===== config.mk =====
export PLATFORM = sky130hd
export DESIGN_NAME = table_driven_lexer_core_flat
export DESIGN_NICKNAME = d
export VERILOG_FILES = /design/src/sv/tdl_pkg.sv /design/src/sv/tdl_in_if.sv /design/src/sv/tdl_out_if.sv /design/src/sv/table_driven_lexer_core.sv /design/src/sv/tdl_datapath.sv /design/src/sv/tdl_ctrl.sv /design/src/flat_wrapper.sv
export SDC_FILE = /design/constraint.sdc
export NUM_CORES = 1
export LEC_CHECK = 0
export ABC_AREA = 0
export BUFFER_PORTS_ARGS = -buffer_cell sky130_fd_sc_hd__buf_2
export CORE_ASPECT_RATIO = 1.2
export CORE_MARGIN = 10
export CORE_UTILIZATION = 30
export DETAILED_ROUTE_END_ITERATION = 7
export PLACE_DENSITY_LB_ADDON = 0.2
export SLEW_MARGIN = 20
export SYNTH_ARGS = -nofsm -noshare
export SYNTH_HDL_FRONTEND = slang
export SYNTH_SLANG_ARGS = --single-unit

===== constraint.sdc =====
create_clock -name clk -period 5.1 [get_ports clk]
set_input_delay 1.02 -clock clk [delete_from_list [all_inputs] [get_ports clk]]
set_output_delay 1.02 -clock clk [all_outputs]
set_load 0.005 [all_outputs]

===== src/sv/tdl_pkg.sv =====
// ----------------------------------------------------------------------------
// tdl_pkg
// Shared types, constants and DFA functions for the table-driven lexer.
// ----------------------------------------------------------------------------
package tdl_pkg;

  localparam int MAX_TOKEN_LEN = 16;
  localparam int LEN_W         = $clog2(MAX_TOKEN_LEN + 1);
  localparam int IDX_W         = $clog2(MAX_TOKEN_LEN);

  // DFA states
  typedef logic [4:0] dfa_t;
  localparam dfa_t ST_START  = 5'd0;
  localparam dfa_t ST_ID     = 5'd1;
  localparam dfa_t ST_CONS   = 5'd3;
  localparam dfa_t ST_EQ     = 5'd5;
  localparam dfa_t ST_MINUS  = 5'd6;
  localparam dfa_t ST_MUL    = 5'd7;
  localparam dfa_t ST_LPAR   = 5'd8;
  localparam dfa_t ST_RPAR   = 5'd9;
  localparam dfa_t ST_LT     = 5'd10;
  localparam dfa_t ST_LE     = 5'd11;
  localparam dfa_t ST_NE     = 5'd12;
  localparam dfa_t ST_GT     = 5'd14;
  localparam dfa_t ST_GE     = 5'd15;
  localparam dfa_t ST_COLON  = 5'd17;
  localparam dfa_t ST_ASSIGN = 5'd18;
  localparam dfa_t ST_SEM    = 5'd20;
  localparam dfa_t ST_EOL    = 5'd21;

  // token types
  typedef logic [4:0] ttype_t;
  localparam ttype_t TT_ID     = 5'd0;
  localparam ttype_t TT_CONS   = 5'd1;
  localparam ttype_t TT_EQ     = 5'd2;
  localparam ttype_t TT_MINUS  = 5'd3;
  localparam ttype_t TT_MUL    = 5'd4;
  localparam ttype_t TT_LPAR   = 5'd5;
  localparam ttype_t TT_RPAR   = 5'd6;
  localparam ttype_t TT_LT     = 5'd7;
  localparam ttype_t TT_LE     = 5'd8;
  localparam ttype_t TT_NE     = 5'd9;
  localparam ttype_t TT_GT     = 5'd10;
  localparam ttype_t TT_GE     = 5'd11;
  localparam ttype_t TT_ASSIGN = 5'd12;
  localparam ttype_t TT_SEM    = 5'd13;
  localparam ttype_t TT_EOL    = 5'd14;
  localparam ttype_t TT_BEGIN  = 5'd15;  // first keyword, the rest follow densely

  // result kinds and error codes
  localparam logic       KIND_TOKEN = 1'b0;
  localparam logic       KIND_ERROR = 1'b1;
  localparam logic [1:0] ERR_SYMBOL = 2'd0;
  localparam logic [1:0] ERR_COLON  = 2'd1;
  localparam logic [1:0] ERR_LONG   = 2'd2;

  // keyword table, text right-justified in 8 bytes
  localparam int NUM_KW = 9;
  localparam int KW_MAX = 8;
  localparam logic [KW_MAX*8-1:0] KW_TEXT [NUM_KW] = '{
    "begin", "end", "integer", "if", "then", "else", "function", "read", "write"
  };
  localparam int KW_LEN [NUM_KW] = '{5, 3, 7, 2, 4, 4, 8, 4, 5};

  typedef enum logic [2:0] {
    EMIT_NONE  = 3'd0,
    EMIT_SYM   = 3'd1,
    EMIT_COLON = 3'd2,
    EMIT_LONG  = 3'd3,
    EMIT_CHAR  = 3'd4
  } emit_t;

  typedef struct packed {
    logic end_flag;
    logic can_move;
    logic at_start;
    logic at_colon;
    logic too_long;
    logic replay_last;
    logic out_free;
  } ctl_status_t;

  typedef struct packed {
    logic  capture;
    logic  step;
    logic  fin_begin;
    logic  idx_inc;
    logic  tok_clear;
    logic  line_reset;
    emit_t emit;
  } ctl_cmd_t;

  typedef struct packed {
    logic ok;
    dfa_t ns;
  } dfa_move_t;

  function automatic dfa_move_t next_state(dfa_t s, logic [7:0] c);
    dfa_move_t m;
    m.ok = 1'b1;
    m.ns = ST_START;
    case (s)
      ST_START: begin
        case (c) inside
          ["a":"z"]: m.ns = ST_ID;
          ["0":"9"]: m.ns = ST_CONS;
          " ":       m.ns = ST_START;
          "=":       m.ns = ST_EQ;
          "-":       m.ns = ST_MINUS;
          "*":       m.ns = ST_MUL;
          "(":       m.ns = ST_LPAR;
          ")":       m.ns = ST_RPAR;
          "<":       m.ns = ST_LT;
          ">":       m.ns = ST_GT;
          ":":       m.ns = ST_COLON;
          ";":       m.ns = ST_SEM;
          8'h0A:     m.ns = ST_EOL;
          default:   m.ok = 1'b0;
        endcase
      end
      ST_ID: begin
        m.ns = ST_ID;
        m.ok = c inside {["a":"z"], ["0":"9"]};
      end
      ST_CONS: begin
        m.ns = ST_CONS;
        m.ok = c inside {["0":"9"]};
      end
      ST_LT: begin
        case (c)
          "=":     m.ns = ST_LE;
          ">":     m.ns = ST_NE;
          default: m.ok = 1'b0;
        endcase
      end
      ST_GT: begin
        m.ns = ST_GE;
        m.ok = (c == "=");
      end
      ST_COLON: begin
        m.ns = ST_ASSIGN;
        m.ok = (c == "=");
      end
      default: m.ok = 1'b0;
    endcase
    return m;
  endfunction

  function automatic ttype_t state_type(dfa_t s);
    ttype_t t;
    case (s)
      ST_CONS:   t = TT_CONS;
      ST_EQ:     t = TT_EQ;
      ST_MINUS:  t = TT_MINUS;
      ST_MUL:    t = TT_MUL;
      ST_LPAR:   t = TT_LPAR;
      ST_RPAR:   t = TT_RPAR;
      ST_LT:     t = TT_LT;
      ST_LE:     t = TT_LE;
      ST_NE:     t = TT_NE;
      ST_GT:     t = TT_GT;
      ST_GE:     t = TT_GE;
      ST_ASSIGN: t = TT_ASSIGN;
      ST_SEM:    t = TT_SEM;
      ST_EOL:    t = TT_EOL;
      default:   t = TT_ID;
    endcase
    return t;
  endfunction

  // character at position pos of keyword k, zero past its end
  function automatic logic [7:0] kw_char(int k, logic [LEN_W-1:0] pos);
    logic [7:0] ch;
    int         sh;
    ch = 8'h00;
    for (int j = 0; j < KW_MAX; j++) begin
      if (int'(pos) == j && j < KW_LEN[k]) begin
        sh = 8 * (KW_LEN[k] - 1 - j);
        ch = KW_TEXT[k][sh +: 8];
      end
    end
    return ch;
  endfunction

endpackage


===== src/sv/tdl_in_if.sv =====
// ----------------------------------------------------------------------------
// tdl_in_if
// Character channel: one source byte or end-of-text mark per word.
// ----------------------------------------------------------------------------
interface tdl_in_if;
  logic       valid;
  logic       ready;
  logic [7:0] in_char;
  logic       end_of_text;

  modport source (output valid, output in_char, output end_of_text, input ready);
  modport sink (input valid, input in_char, input end_of_text, output ready);
endinterface


===== src/sv/tdl_out_if.sv =====
// ----------------------------------------------------------------------------
// tdl_out_if
// Result channel: one token character or error report per word.
// ----------------------------------------------------------------------------
interface tdl_out_if;
  logic        valid;
  logic        ready;
  logic        kind;
  logic [4:0]  token_type;
  logic [1:0]  error_code;
  logic [7:0]  out_char;
  logic [15:0] line_number;
  logic        last;

  modport source (output valid, output kind, output token_type, output error_code,
                  output out_char, output line_number, output last, input ready);
  modport sink (input valid, input kind, input token_type, input error_code,
                input out_char, input line_number, input last, output ready);
endinterface


===== src/sv/table_driven_lexer_core.sv =====
// ----------------------------------------------------------------------------
// table_driven_lexer_core
// Fixed-DFA lexer with keyword table: source bytes in, token characters out.
// ----------------------------------------------------------------------------
// Each input word is one source byte (or an end-of-text mark). Identifiers,
// constants and the symbols = - * ( ) < <= <> > >= := ; and newline are
// recognized; spaces are skipped. When a byte cannot extend the pending token,
// the token goes out as a run of words, one per text character, each tagged
// with its type and line, last set on the final one; identifiers spelling a
// keyword get the keyword type, and a newline reads "EOL" and carries the
// advanced line. Errors (unknown byte, ':' not followed by '=', token of
// MAX_TOKEN_LEN or more characters) are single words with last set.
// A byte that extends a token or is skipped is captured, then evaluated by
// the DFA before the next byte is accepted. A byte that closes a token first
// starts a replay that walks the text buffer one character per cycle, while
// the output is free, through the single output register; then the
// byte is evaluated again from the start state. An unknown byte or a ':'
// without '=' is reported from the evaluation state with no replay; a token
// that is too long goes out as one word from the replay state. End of text
// in the start state or after a lone ':' (reported as an error) ends there,
// and otherwise the pending token is replayed first.
// Output back-pressure stalls the replay; a new byte is taken while the last
// result still waits in the output register.
// ----------------------------------------------------------------------------
module table_driven_lexer_core import tdl_pkg::*; (
  input  logic      clk,
  input  logic      rst,
  tdl_in_if.sink    chars,
  tdl_out_if.source tokens
);

  ctl_status_t status;   // datapath -> controller
  ctl_cmd_t    cmd;      // controller -> datapath
  logic        in_ready;

  // controller: owns the input handshake and sequences every word
  tdl_ctrl u_ctrl (
    .clk      (clk),
    .rst      (rst),
    .in_valid (chars.valid),
    .in_ready (in_ready),
    .status   (status),
    .cmd      (cmd)
  );

  assign chars.ready = in_ready;

  // datapath: DFA state, text buffer, keyword match, line count, result register
  tdl_datapath u_datapath (
    .clk         (clk),
    .rst         (rst),
    .in_char     (chars.in_char),
    .end_of_text (chars.end_of_text),
    .cmd         (cmd),
    .status      (status),
    .tokens      (tokens)
  );

endmodule


===== src/sv/tdl_datapath.sv =====
// ----------------------------------------------------------------------------
// tdl_datapath
// DFA state, token text buffer, keyword match, line count and result register.
// ----------------------------------------------------------------------------
module tdl_datapath import tdl_pkg::*; (
  input  logic        clk,
  input  logic        rst,
  input  logic [7:0]  in_char,
  input  logic        end_of_text,
  input  ctl_cmd_t    cmd,
  output ctl_status_t status,
  tdl_out_if.source   tokens
);

  logic [7:0]        c_reg;
  logic              end_reg;
  dfa_t              dstate;
  logic [LEN_W-1:0]  len;
  logic [15:0]       line;
  logic [NUM_KW-1:0] match;
  logic [NUM_KW-1:0] match_next;
  logic [IDX_W-1:0]  idx;
  logic [7:0]        text_buf [MAX_TOKEN_LEN];

  logic              out_valid;
  logic              out_kind;
  ttype_t            out_type;
  logic [1:0]        out_code;
  logic [7:0]        out_chr;
  logic [15:0]       out_line;
  logic              out_last;

  dfa_move_t         mv;
  logic [LEN_W-1:0]  eff_len;
  logic              too_long;
  logic              replay_last;
  logic              kw_hit;
  ttype_t            tok_type;
  logic [7:0]        rep_char;
  logic [7:0]        first_char;

  function automatic logic [7:0] eol_char(logic [LEN_W-1:0] pos);
    logic [7:0] ch;
    if (pos == LEN_W'(0)) begin
      ch = "E";
    end else if (pos == LEN_W'(1)) begin
      ch = "O";
    end else begin
      ch = "L";
    end
    return ch;
  endfunction

  always_comb begin
    mv          = next_state(dstate, c_reg);
    eff_len     = (dstate == ST_EOL) ? LEN_W'(3) : len;
    too_long    = eff_len >= LEN_W'(MAX_TOKEN_LEN);
    replay_last = (LEN_W'(idx) + LEN_W'(1)) == eff_len;
    rep_char    = (dstate == ST_EOL) ? eol_char(LEN_W'(idx)) : text_buf[idx];
    first_char  = (dstate == ST_EOL) ? 8'("E") : text_buf[0];
  end

  // keyword tracking: narrowed one character at a time as the text grows
  always_comb begin
    for (int k = 0; k < NUM_KW; k++) begin
      match_next[k] = match[k] && (int'(len) < KW_LEN[k]) && (c_reg == kw_char(k, len));
    end
  end

  always_comb begin
    kw_hit   = 1'b0;
    tok_type = state_type(dstate);
    for (int k = 0; k < NUM_KW; k++) begin
      if (!kw_hit && dstate == ST_ID && len < LEN_W'(MAX_TOKEN_LEN) && match[k] &&
          int'(len) == KW_LEN[k]) begin
        kw_hit   = 1'b1;
        tok_type = TT_BEGIN + 5'(k);
      end
    end
  end

  always_comb begin
    status.end_flag    = end_reg;
    status.can_move    = mv.ok;
    status.at_start    = (dstate == ST_START);
    status.at_colon    = (dstate == ST_COLON);
    status.too_long    = too_long;
    status.replay_last = replay_last;
    status.out_free    = !out_valid || tokens.ready;
  end

  always_ff @(posedge clk) begin
    if (cmd.capture) begin
      c_reg   <= in_char;
      end_reg <= end_of_text;
    end
    if (cmd.step && c_reg != " " && len < LEN_W'(MAX_TOKEN_LEN)) begin
      text_buf[len[IDX_W-1:0]] <= c_reg;
    end
  end

  always_ff @(posedge clk) begin
    if (rst) begin
      dstate    <= ST_START;
      len       <= '0;
      line      <= 16'd1;
      match     <= '1;
      idx       <= '0;
      out_valid <= 1'b0;
    end else begin
      if (cmd.step) begin
        dstate <= mv.ns;
        if (c_reg != " ") begin
          match <= match_next;
          if (len < LEN_W'(MAX_TOKEN_LEN)) begin
            len <= len + LEN_W'(1);
          end
        end
      end
      if (cmd.tok_clear) begin
        dstate <= ST_START;
        len    <= '0;
        match  <= '1;
      end
      // newline advances the line before its run goes out
      if (cmd.fin_begin) begin
        idx <= '0;
        if (dstate == ST_EOL && line != 16'hFFFF) begin
          line <= line + 16'd1;
        end
      end
      if (cmd.idx_inc) begin
        idx <= idx + IDX_W'(1);
      end
      if (cmd.line_reset) begin
        line <= 16'd1;
      end
      if (cmd.emit != EMIT_NONE) begin
        out_valid <= 1'b1;
      end else if (tokens.ready) begin
        out_valid <= 1'b0;
      end
    end
  end

  always_ff @(posedge clk) begin
    out_line <= (cmd.emit != EMIT_NONE) ? line : out_line;
    case (cmd.emit)
      EMIT_SYM: begin
        out_kind <= KIND_ERROR;
        out_type <= TT_ID;
        out_code <= ERR_SYMBOL;
        out_chr  <= c_reg;
        out_last <= 1'b1;
      end
      EMIT_COLON: begin
        out_kind <= KIND_ERROR;
        out_type <= TT_ID;
        out_code <= ERR_COLON;
        out_chr  <= end_reg ? 8'h00 : c_reg;
        out_last <= 1'b1;
      end
      EMIT_LONG: begin
        out_kind <= KIND_ERROR;
        out_type <= TT_ID;
        out_code <= ERR_LONG;
        out_chr  <= first_char;
        out_last <= 1'b1;
      end
      EMIT_CHAR: begin
        out_kind <= KIND_TOKEN;
        out_type <= tok_type;
        out_code <= ERR_SYMBOL;
        out_chr  <= rep_char;
        out_last <= replay_last;
      end
      default: begin
      end
    endcase
  end

  assign tokens.valid       = out_valid;
  assign tokens.kind        = out_kind;
  assign tokens.token_type  = out_type;
  assign tokens.error_code  = out_code;
  assign tokens.out_char    = out_chr;
  assign tokens.line_number = out_line;
  assign tokens.last        = out_last;

  a_len_bound: assert property (@(posedge clk) disable iff (rst)
    len <= LEN_W'(MAX_TOKEN_LEN))
    else $error("token length past buffer depth");

  a_line_nonzero: assert property (@(posedge clk) disable iff (rst)
    line != 16'd0)
    else $error("line count wrapped to zero");

  a_start_empty: assert property (@(posedge clk) disable iff (rst)
    dstate == ST_START |-> len == '0)
    else $error("text pending in start state");

endmodule


===== src/sv/tdl_ctrl.sv =====
// ----------------------------------------------------------------------------
// tdl_ctrl
// Sequencer: takes a word, steps the DFA, settles and replays finished tokens.
// ----------------------------------------------------------------------------
module tdl_ctrl import tdl_pkg::*; (
  input  logic        clk,
  input  logic        rst,
  input  logic        in_valid,
  output logic        in_ready,
  input  ctl_status_t status,
  output ctl_cmd_t    cmd
);

  typedef enum logic [2:0] {
    S_IDLE   = 3'b001,
    S_EVAL   = 3'b010,
    S_REPLAY = 3'b100
  } fsm_t;

  fsm_t fsm;
  fsm_t fsm_next;

  assign in_ready = (fsm == S_IDLE);

  always_comb begin
    fsm_next       = fsm;
    cmd.capture    = 1'b0;
    cmd.step       = 1'b0;
    cmd.fin_begin  = 1'b0;
    cmd.idx_inc    = 1'b0;
    cmd.tok_clear  = 1'b0;
    cmd.line_reset = 1'b0;
    cmd.emit       = EMIT_NONE;
    case (fsm)
      S_IDLE: begin
        if (in_valid) begin
          cmd.capture = 1'b1;
          fsm_next    = S_EVAL;
        end
      end
      S_EVAL: begin
        if (status.end_flag) begin
          if (status.at_start) begin
            cmd.tok_clear  = 1'b1;
            cmd.line_reset = 1'b1;
            fsm_next       = S_IDLE;
          end else if (status.at_colon) begin
            if (status.out_free) begin
              cmd.emit       = EMIT_COLON;
              cmd.tok_clear  = 1'b1;
              cmd.line_reset = 1'b1;
              fsm_next       = S_IDLE;
            end
          end else begin
            cmd.fin_begin = 1'b1;
            fsm_next      = S_REPLAY;
          end
        end else if (status.can_move) begin
          cmd.step = 1'b1;
          fsm_next = S_IDLE;
        end else if (status.at_start) begin
          if (status.out_free) begin
            cmd.emit = EMIT_SYM;
            fsm_next = S_IDLE;
          end
        end else if (status.at_colon) begin
          // byte after a lone colon is reported and dropped
          if (status.out_free) begin
            cmd.emit      = EMIT_COLON;
            cmd.tok_clear = 1'b1;
            fsm_next      = S_IDLE;
          end
        end else begin
          cmd.fin_begin = 1'b1;
          fsm_next      = S_REPLAY;
        end
      end
      S_REPLAY: begin
        if (status.out_free) begin
          if (status.too_long || status.replay_last) begin
            cmd.emit      = status.too_long ? EMIT_LONG : EMIT_CHAR;
            cmd.tok_clear = 1'b1;
            if (status.end_flag) begin
              cmd.line_reset = 1'b1;
              fsm_next       = S_IDLE;
            end else begin
              // the closing byte runs again from the start state
              fsm_next = S_EVAL;
            end
          end else begin
            cmd.emit    = EMIT_CHAR;
            cmd.idx_inc = 1'b1;
          end
        end
      end
      default: begin
        fsm_next = S_IDLE;
      end
    endcase
  end

  always_ff @(posedge clk) begin
    if (rst) begin
      fsm <= S_IDLE;
    end else begin
      fsm <= fsm_next;
    end
  end

  a_emit_free: assert property (@(posedge clk) disable iff (rst)
    cmd.emit != EMIT_NONE |-> status.out_free)
    else $error("result loaded into a full output register");

  a_capture_eval: assert property (@(posedge clk) disable iff (rst)
    cmd.capture |=> fsm == S_EVAL)
    else $error("captured word not evaluated");

  a_step_alone: assert property (@(posedge clk) disable iff (rst)
    cmd.step |-> (cmd.emit == EMIT_NONE && !cmd.tok_clear && !cmd.fin_begin))
    else $error("DFA step overlaps token settle");

endmodule


===== src/flat_wrapper.sv =====
// flat-port wrapper written by rule: the top's interface ports become plain ports
module table_driven_lexer_core_flat import tdl_pkg::*;
  (clk, rst, chars_valid, chars_in_char, chars_end_of_text, chars_ready, tokens_valid, tokens_kind, tokens_token_type, tokens_error_code, tokens_out_char, tokens_line_number, tokens_last, tokens_ready);
  tdl_in_if chars_i ();
  tdl_out_if tokens_i ();
  input  logic clk;
  input  logic rst;
  input wire logic [$bits(chars_i.valid)-1:0] chars_valid;
  input wire logic [$bits(chars_i.in_char)-1:0] chars_in_char;
  input wire logic [$bits(chars_i.end_of_text)-1:0] chars_end_of_text;
  output wire logic [$bits(chars_i.ready)-1:0] chars_ready;
  output wire logic [$bits(tokens_i.valid)-1:0] tokens_valid;
  output wire logic [$bits(tokens_i.kind)-1:0] tokens_kind;
  output wire logic [$bits(tokens_i.token_type)-1:0] tokens_token_type;
  output wire logic [$bits(tokens_i.error_code)-1:0] tokens_error_code;
  output wire logic [$bits(tokens_i.out_char)-1:0] tokens_out_char;
  output wire logic [$bits(tokens_i.line_number)-1:0] tokens_line_number;
  output wire logic [$bits(tokens_i.last)-1:0] tokens_last;
  input wire logic [$bits(tokens_i.ready)-1:0] tokens_ready;
  assign chars_i.valid = chars_valid;
  assign chars_i.in_char = chars_in_char;
  assign chars_i.end_of_text = chars_end_of_text;
  assign chars_ready = chars_i.ready;
  assign tokens_valid = tokens_i.valid;
  assign tokens_kind = tokens_i.kind;
  assign tokens_token_type = tokens_i.token_type;
  assign tokens_error_code = tokens_i.error_code;
  assign tokens_out_char = tokens_i.out_char;
  assign tokens_line_number = tokens_i.line_number;
  assign tokens_last = tokens_i.last;
  assign tokens_i.ready = tokens_ready;
  table_driven_lexer_core u_core (.clk(clk), .rst(rst), .chars(chars_i), .tokens(tokens_i));
endmodule

==> qor.txt, run 1 <==
Final WL = 32200 um
Gpl congestion = 0.872
Placed cell count = 1403
Crit path cell chain = nand2_1 > a311o_1 > o221ai_1 > o21ai_2 > a21o_1 > o21ai_0 > and2_1 > inv_1 > ha_1 > nor3_1 > nor4_1 > o32ai_1
Chip Width = 196 um
RSZ-0062 raised after global routing = no
Ys async rst share = 0
Remaining DRCs = 0
Setup ws final = 0.973 ns
Synth Flop Type = edfxtp_1
Setup crit start = u_core.u_datapath.c_reg[5]$_DFFE_PP_
Number of flip-flops in the largest register = 128
Pleak = 4.00 nW
Worst-Skew Late Latency = 0.52 ns
Setup bufs post-CTS = 0
Max-slew headroom = 0.308
Wire per inst = 22.3 um
Largest net degree at the start of global routing = 38
CTS buffer count = 24
Fmax = 242 MHz
R2R setup slack = 0.97 ns
DR vias = 7739
Sequential fraction of the synthesis area = 0.551
Cell Pwr Density = 314 nW/um2
Hold Vio Cnt, Final = 0
MaxCap Viol Count = 0
Post-Route Setup TNS = 0 ns
# rows = 77
Global-route wire length before repair = 49200 um
Final min period = 4.13 ns
Die area = 45200 um2
Status = finished clean
Vias in the first global route = 7900
Period utilisation layout = 0.809
Hpwl dp = 22900 um
CTS sink cnt = 221
Layout Utilization = 0.346
H-tree lvl count = 1
Min-delay worst type = reg -> reg
Core area = 36700 um2
Final-report max-slew violation count = 0
Post_cts resized = 0
Hold-critical path depth = 2
Die height = 231 um
Max clock buf depth = 3
Initial Util = 0.303
R2R Path Start = u_core.u_datapath.c_reg[5]$_DFFE_PP_
Synth Instances = 918
WHS = 0.470 ns
Slowest cell on the critical path = edfxtp_1
Global route overflow = 0
Ports = 48
Reg clk slew, reported paths = 0.07 ns
Least-Margin Pin Slew = 1.03 ns
Delay-heaviest family, CP = compound AO/OA/AOI/OAI gates
Root buf cell = clkbuf_16
Cells on worst reg2reg path = 12
Clock Skew = 0.0115 ns
Syn nets = 943
Kind of critical path = reg -> reg
Final ANT Viol Nets = 0
CTS tree = done
1st-iter DRT viols = 583
Initial antenna violation count = 1
Worst vdd ir = 0.234 mV
Synth Cell Area = 11100 um2
Max incr delay on CP = 0.83 ns
Crit path buffers/inverters = 1
Startpoint type of the worst setup path = register
Total track usage = 0.139
WP data required = 5.53 ns
Synth Register Bits = 221
Final Non-Filler Cells = 1447
Crit path capture type = register
Post-Syn Area per Cell = 12.1 um2
Place WS = 1.04 ns
Vias/cell = 5.35
Nets = 980
Final setup vio count = 0
Critical path peak fanout = 19
Yosys warnings = 0
Number of cells on the critical path = 12
Pre-Repair DR Iteration Count = 5
Number of I/O port buffers = 47
Layout cell share with drive strength beyond 1 = 0.189
Data arrival time of the worst path = 4.56 ns
Netlist cell types = 93
Cts hold-fix bufs = 0
Synthesis-to-finish area growth = 14.1%
EDFF count, synth = 170
## through the flow
stage / power (mW) / cell area [um2]
final: 3.98 / 12700
after global routing: 4.12 / 12700
after CTS: 4.04 / 12700
after detailed placement: 2.22 / 11900
after global placement: 2.22 / 11900
after floorplan: 2.14 / 11100
## worst min path at each step
stage                                                        from  slack [ns]                                       to
after global placement    u_core.u_datapath.match[0]$_SDFFE_PP1P_        0.45  u_core.u_datapath.match[0]$_SDFFE_PP1P_
final                     u_core.u_datapath.match[7]$_SDFFE_PP1P_        0.47  u_core.u_datapath.match[7]$_SDFFE_PP1P_
after CTS                 u_core.u_datapath.match[7]$_SDFFE_PP1P_        0.47  u_core.u_datapath.match[7]$_SDFFE_PP1P_
after floorplan           u_core.u_datapath.match[0]$_SDFFE_PP1P_        0.44  u_core.u_datapath.match[0]$_SDFFE_PP1P_
after global routing      u_core.u_datapath.match[6]$_SDFFE_PP1P_        0.50  u_core.u_datapath.match[6]$_SDFFE_PP1P_
after detailed placement  u_core.u_datapath.match[6]$_SDFFE_PP1P_        0.46  u_core.u_datapath.match[6]$_SDFFE_PP1P_
## worst register-to-register path: stages, from the launching register on
cell	delay, ns
edfxtp_1	0.83
nand2_1	0.30
a311o_1	0.49
o221ai_1	0.35
o21ai_2	0.18
a21o_1	0.26
o21ai_0	0.46
and2_1	0.26
inv_1	0.07
ha_1	0.30
nor3_1	0.19
nor4_1	0.07
o32ai_1	0.27
## final cells by class
class	instances	area, um2
flip-flops and latches	221	6130
well taps	474	593
repair buffers	73	430
clock buffers	34	689
fillers	3607	24000
clock inverters	9	130
diodes	1	2.50
multi-input cells	605	4610
inverters	30	118
## synthesized netlist by cell type, types with 4 or more instances
library cell  instances  area, um2
a211oi_1             13       97.6
a21o_1                8       60.1
a21oi_1              32        160
a22o_1                5       43.8
a22oi_1               6       45.0
a31oi_1              10       62.6
and2_1                9       56.3
and3_1                7       43.8
and4_1                6       52.6
buf_1                11       41.3
buf_2                13       65.1
buf_6                 4       45.0
clkbuf_1             34        128
dfxtp_1              51       1020
edfxtp_1            170       5100
ha_1                 12        150
inv_1                29        109
mux2i_1              15        150
mux4_2               40        901
nand2_1              54        203
nand2b_1             13       81.3
nand3_1              28        140
nand3b_1              4       30.0
nand4_1               5       31.3
nand4b_1              4       35.0
nor2_1               73        274
nor2b_1              11       68.8
nor3_1               29        145
nor3b_1               5       37.5
nor4_1               21        131
o211ai_1              5       37.5
o21a_1                7       52.6
o21ai_0              43        215
o22ai_1               6       37.5
o31a_1                4       35.0
o31ai_1               7       52.6
or2_2                 4       25.0
or3_1                 8       50.1
xnor2_1              34        298
xor2_1                5       43.8
## cell usage in the layout, fill, tap and decap left out, types with 12 or more instances in the layout
master and count:
nand3_1 28, nand2_1 54, ha_1 12, inv_1 29, clkbuf_16 25, nor3_1 29, edfxtp_1 170, o21ai_0 41
nor4_1 21, dfxtp_1 49, nand2b_1 13, nor2_1 73, buf_2 47, a21oi_1 32, mux4_2 40, xnor2_1 34
mux2i_1 15, a211oi_1 13, buf_4 26
## per-layer routing
layer  global-route usage  wire length (um)  share of wire  vias up
li1                     -                 -              -     3609
met1                0.162             13000           0.40     3858
met2                0.253             16900           0.52      213
met3               0.0197              1280          0.040       59
met4               0.0485              1050          0.032        0
met5                    0                 0              0        -
## report_power, final
part	internal (mW)	switching [mW]
combinational	0.0631	0.132
sequential	1.96	0.0241
clock	1.09	0.709
total	3.12	0.866
## kinds of logic after synthesis
logic type | after synthesis | synth area share
AO/OA/AOI/OAI | 192 | 0.124
flip-flops | 221 | 0.551
XOR/XNOR | 40 | 0.0327
adder cells (fa/ha/maj) | 12 | 0.0135
multiplexers | 58 | 0.0975
buffers and inverters | 92 | 0.0356
AND/OR/NAND/NOR | 303 | 0.146
No activity file was read; power rests on OpenSTA's default activity.
==> inputs of run 2 (changes only) <==
==> constraint.sdc (replaced) <==
create_clock -name clk -period 4 [get_ports clk]
set_input_delay 0.8 -clock clk [delete_from_list [all_inputs] [get_ports clk]]
set_output_delay 0.8 -clock clk [all_outputs]
set_load 0.005 [all_outputs]
==> run 2 against run 1 <==
Cell count up 1.4%. Total power up 29%. Wire length up 2.0%. Largest cell class unchanged. First-iteration DRC count down 3.8%. Clock-buffer cell count down 1. Combinational power up 38%.
==> qor.txt, run 2 (synthesis gave the netlist of run 1 again) <==
Final-report max-slew violation count = 0
RSZ-0062 raised after global routing = no
Hpwl dp = 23600 um
Final setup vio count = 0
Gpl congestion = 0.834
Wire per inst = 22.4 um
Global route overflow = 0
Reg clk slew, reported paths = 0.06 ns
Kind of critical path = reg -> reg
Clock Skew = 0.00970 ns
Max incr delay on CP = 0.80 ns
Initial antenna violation count = 0
Final min period = 3.52 ns
Post-Route Setup TNS = 0 ns
Core area = 36700 um2
Die height = 231 um
Area of the multi-input gates = 4610 um2
WP data required = 4.40 ns
Period utilisation layout = 0.880
CTS sink cnt = 221
Post_cts resized = 0
Worst-Skew Late Latency = 0.52 ns
Critical path peak fanout = 11
Final Instance Area = 12900 um2
Worst vdd ir = 0.274 mV
Initial Util = 0.303
Number of I/O port buffers = 47
Cts hold-fix bufs = 0
Global-route wire length before repair = 50400 um
Layout cell share with drive strength beyond 1 = 0.206
Status = finished clean
Final WL = 32800 um
Antenna Cells = 0
Vias in the first global route = 8064
Pre-Repair DR Iteration Count = 5
Die area = 45200 um2
Final ANT Viol Nets = 0
Crit path cell chain = inv_1 > ha_1 > or4b_2 > o32ai_1 > or4_1 > o21ai_0 > a22o_1 > o2bb2ai_1 > a31oi_1 > o21ai_0
Placed Area = 12000 um2
Filler cells = 3584
PnR Total Power = 5.15 mW
Vias/cell = 5.31
Max-slew headroom = 0.303
Most used cell, CP = o21ai_0
DR vias = 7794
Slowest cell on the critical path = or4b_2
Nets = 1001
CTS tree = done
Least-Margin Pin Slew = 1.04 ns
Max clock buf depth = 3
Remaining DRCs = 0
Setup bufs post-CTS = 0
Hold Vio Cnt, Final = 0
CTS buffer count = 25
Ports = 48
Number of flip-flops in the largest register = 128
Fmax = 284 MHz
Total track usage = 0.142
Min-delay worst type = in -> reg
Pleak = 4.10 nW
Synthesis-to-finish area growth = 15.8%
Commonest cells after routing, fill and taps aside = edfxtp_1, nor2_1, nand2_1
Final Non-Filler Cells = 1467
Root buf cell = clkbuf_16
Chip Width = 196 um
Layout Utilization = 0.351
Largest net degree at the start of global routing = 35
Data arrival time of the worst path = 3.92 ns
H-tree lvl count = 1
Placed cell count = 1423
# rows = 77
Cell Pwr Density = 400 nW/um2
Crit path capture type = register
Startpoint type of the worst setup path = register
Commonest non-fill, non-tap cell in the layout = edfxtp_1
Seq. cell area = 6130 um2
MaxCap Viol Count = 0
1st-iter DRT viols = 561
run 2: where the power goes:
group	total, mW	internal (mW)	switching, mW
Clock	2.36	1.44	0.921
Combinational	0.271	0.0881	0.183
Sequential	2.52	2.50	0.0187
run 2: final cells by class:
type | instances | area share
flip-flops and latches | 221 | 0.476
multi-input cells | 605 | 0.358
clock buffers | 33 | 0.0525
repair buffers | 93 | 0.0460
well taps | 474 | 0.0460
clock inverters | 11 | 0.0128
inverters | 30 | 0.00913
run 2: worst max-delay path, delay by kind of cell (launching register included):
| kind | cells | cell delay, ns |
|---|---|---|
| AOI/OAI and AO/OA | 6 | 1.21 |
| adders and majority gates | 1 | 0.50 |
| buffers and inverters | 1 | 0.29 |
| DFF | 1 | 0.40 |
| and+or+nand+nor | 2 | 0.99 |
run 2: path summary, 6_finish.rpt:
check / from / endpoint / slack [ns] / cells after the start
setup / recovery: u_core.u_datapath.len[0]$_SDFFE_PP0P_ / u_core.u_datapath.match[2]$_SDFFE_PP1P_ / 0.48 / 10
hold / removal: chars_in_char[0] / u_core.u_datapath.c_reg[0]$_DFFE_PP_ / 0.46 / 1
setup reg to reg: u_core.u_datapath.len[0]$_SDFFE_PP0P_ / u_core.u_datapath.match[2]$_SDFFE_PP1P_ / 0.48 / 10
hold reg to reg: u_core.u_datapath.match[8]$_SDFFE_PP1P_ / u_core.u_datapath.match[8]$_SDFFE_PP1P_ / 0.47 / 2
run 2: per-stage QoR:
step,worst slack (ns),hold slack [ns]
floorplan,0.392,0.440
global placement,0.512,0.453
detailed placement,0.535,0.460
CTS,0.538,0.437
global route,0.238,0.436
finish,0.481,0.457
run 2: routing by layer:
layer | vias up | wire (um) | global-route usage
met2 | 172 | 17500 | 0.267
met4 | 0 | 767 | 0.0406
met3 | 50 | 1310 | 0.0180
met5 | - | 0 | 0
met1 | 3938 | 13200 | 0.163
li1 | 3634 | - | -
==> inputs of run 3 (changes only) <==
--- a/config.mk
+++ b/config.mk
@@ -5,12 +5,13 @@
 export SDC_FILE = /design/constraint.sdc
 export NUM_CORES = 1
 export LEC_CHECK = 0
-export ABC_AREA = 0
+export ABC_AREA = 1
 export BUFFER_PORTS_ARGS = -buffer_cell sky130_fd_sc_hd__buf_2
 export CORE_ASPECT_RATIO = 1.2
 export CORE_MARGIN = 10
 export CORE_UTILIZATION = 30
 export DETAILED_ROUTE_END_ITERATION = 7
+export GPL_ROUTABILITY_DRIVEN = 0
 export PLACE_DENSITY_LB_ADDON = 0.2
 export SLEW_MARGIN = 20
 export SYNTH_ARGS = -nofsm -noshare
==> run 3 against run 2 <==
Cell count increased by 19%. Die area decreased by 1.9%. Worst setup slack improved by 0.25 ns. First-iteration DRC count increased by 18%. Wire length increased by 0.47%. Via count increased by 12%. Clock-buffer cell count unchanged. Synthesized cell count increased by 29%. Synthesized area decreased by 2.1%. Sequential power increased by 2%. Flip-flop and latch count unchanged. Combinational power increased by 36%. Critical path type unchanged.
==> qor.txt, run 3 <==
CTS buffer count = 24
Area contributors post-synth = edfxtp_1, dfxtp_1, nand2_1
Core area = 35800 um2
Cells on worst reg2reg path = 11
Nets = 1283
Root buf cell = clkbuf_16
Number of cells on the critical path = 11
Startpoint type of the worst setup path = register
Max incr delay on CP = 0.61 ns
MaxCap Viol Count = 0
Final WL = 33000 um
Least-Margin Pin Slew = 0.951 ns
Largest net degree at the start of global routing = 65
Share of the synthesized area in the top cell type = 0.469
Cell Pwr Density = 404 nW/um2
Hpwl dp = 23600 um
Synth Register Bits = 221
Max clock buf depth = 3
Total track usage = 0.143
Data arrival time of the worst path = 3.43 ns
Clock Skew = 0.0170 ns
Period utilisation layout = 0.817
Number of I/O port buffers = 47
Vias in the first global route = 8709
CTS sink cnt = 221
Delay-heaviest family, CP = simple AND/OR/NAND/NOR gates
Number of flip-flops in the largest register = 128
Max-slew headroom = 0.359
Post-Syn Area per Cell = 9.23 um2
Slowest cell on the critical path = edfxtp_1
Die area = 44400 um2
Cell taking the most area after synthesis = edfxtp_1
Setup ws final = 0.732 ns
Commonest non-fill, non-tap cell in the layout = nand2_1
1st-iter DRT viols = 660
Crit path cell chain = inv_2 > nand2_2 > nor2_2 > nand3_1 > nand3_1 > o21bai_4 > nand2_4 > nand3_4 > nor2_8 > inv_2 > nor2_1
Crit path capture type = register
Worst vdd ir = 0.230 mV
RSZ-0062 raised after global routing = no
Cts hold-fix bufs = 0
Hold Vio Cnt, Final = 0
Setup bufs post-CTS = 0
Most frequent cells after synthesis = nand2_1, edfxtp_1, nor2_1
Vias/cell = 5.02
Syn nets = 1205
Pleak = 4.94 nW
Pre-Repair DR Iteration Count = 5
Netlist cell types = 54
Post-Route Setup TNS = 0 ns
Antenna Cells = 0
Commonest cells after routing, fill and taps aside = nand2_1, edfxtp_1, nor2_1
EDFF count, synth = 170
Layout cell share with drive strength beyond 1 = 0.138
Final ANT Viol Nets = 0
Kind of critical path = reg -> reg
Placed Area = 11800 um2
# rows = 76
Hold-critical path depth = 1
Initial Util = 0.304
Worst-Skew Late Latency = 0.54 ns
Status = finished clean
Final Instance Area = 12600 um2
Global route overflow = 0
Count leader, synth = nand2_1
Wire per inst = 18.9 um
Chip Width = 194 um
Final min period = 3.27 ns
Yosys warnings = 0
Reg clk slew, reported paths = 0.06 ns
Layout Utilization = 0.351
Remaining DRCs = 0
Place WS = 0.757 ns
Min-delay worst type = in -> reg
Sequential fraction of the synthesis area = 0.562
Synth Cell Area = 10900 um2
Crit path buffers/inverters = 2
WP data required = 4.17 ns
CTS tree = done
H-tree lvl count = 1
Synthesis-to-finish area growth = 15.6%
Ports = 48
Post_cts resized = 0
Final-report max-slew violation count = 0
Global-route wire length before repair = 50800 um
PnR Total Power = 5.09 mW
Ys async rst share = 0
Fmax = 306 MHz
Synth Instances = 1180
Critical path peak fanout = 12
Synth Flop Type = edfxtp_1
Die height = 229 um
DR vias = 8748
Initial antenna violation count = 0
Final setup vio count = 0
run 3: routing by layer:
metal  GRT usage  part of all wire  up-vias  routed length (um)
li1            -                 -     4252                   -
met1       0.163              0.41     4177               13400
met2       0.259              0.51      237               16800
met3      0.0210             0.042       82                1400
met4      0.0614             0.040        0                1340
met5           0                 0        -                   0
run 3: worst reg2reg max path: stages (launching register included):
cell      delay [ns]
edfxtp_1        0.61
inv_2           0.30
nand2_2         0.11
nor2_2          0.23
nand3_1         0.17
nand3_1         0.16
o21bai_4        0.09
nand2_4         0.13
nand3_4         0.16
nor2_8          0.23
inv_2           0.16
nor2_1          0.54
run 3: worst paths after layout:
| check | startpoint | end | slack (ns) |
|---|---|---|---|
| hold / removal | chars_in_char[4] | u_core.u_datapath.c_reg[4]$_DFFE_PP_ | 0.44 |
| setup / recovery | u_core.u_datapath.c_reg[4]$_DFFE_PP_ | u_core.u_datapath.text_buf[0][5]$_DFFE_PP_ | 0.73 |
| hold reg to reg | u_core.u_datapath.match[6]$_SDFFE_PP1P_ | u_core.u_datapath.match[6]$_SDFFE_PP1P_ | 0.46 |
| setup reg to reg | u_core.u_datapath.c_reg[4]$_DFFE_PP_ | u_core.u_datapath.text_buf[0][5]$_DFFE_PP_ | 0.73 |
run 3: logic make-up (layout without fill, tap and decap cells):
family / count (synthesis) / in the layout / share of synthesized area
AND/OR/NAND/NOR: 539 / 539 / 0.220
AO/OA/AOI/OAI: 228 / 228 / 0.125
XOR/XNOR: 27 / 27 / 0.0217
buffers and inverters: 153 / 249 / 0.0570
flip-flops: 221 / 221 / 0.562
adder cells (fa/ha/maj): 12 / 12 / 0.0138
run 3: report_power, final:
part | switching (mW) | leakage, nW | internal [mW]
combinational | 0.262 | 2.62 | 0.105
clock | 0.905 | 0.371 | 1.24
sequential | 0.0403 | 1.94 | 2.53
total | 1.21 | 4.94 | 3.88
run 3: area by class of cell:
| class | count | area (um2) |
|---|---|---|
| Fill cell | 3629 | 23300 |
| Sequential cell | 221 | 6130 |
| Multi-Input combinational cell | 806 | 4150 |
| Clock buffer | 33 | 634 |
| Tap cell | 468 | 586 |
| Timing Repair Buffer | 87 | 536 |
| Inverter | 118 | 443 |
| Clock inverter | 11 | 119 |
run 3: per-stage QoR:
stage	instances	hold slack, ns
2_1_floorplan	1180	0.419
3_5_place_dp	1700	0.448
6_report	1744	0.443
4_1_cts	1744	0.421
5_1_grt	1744	0.427
3_3_place_gp	1700	0.435
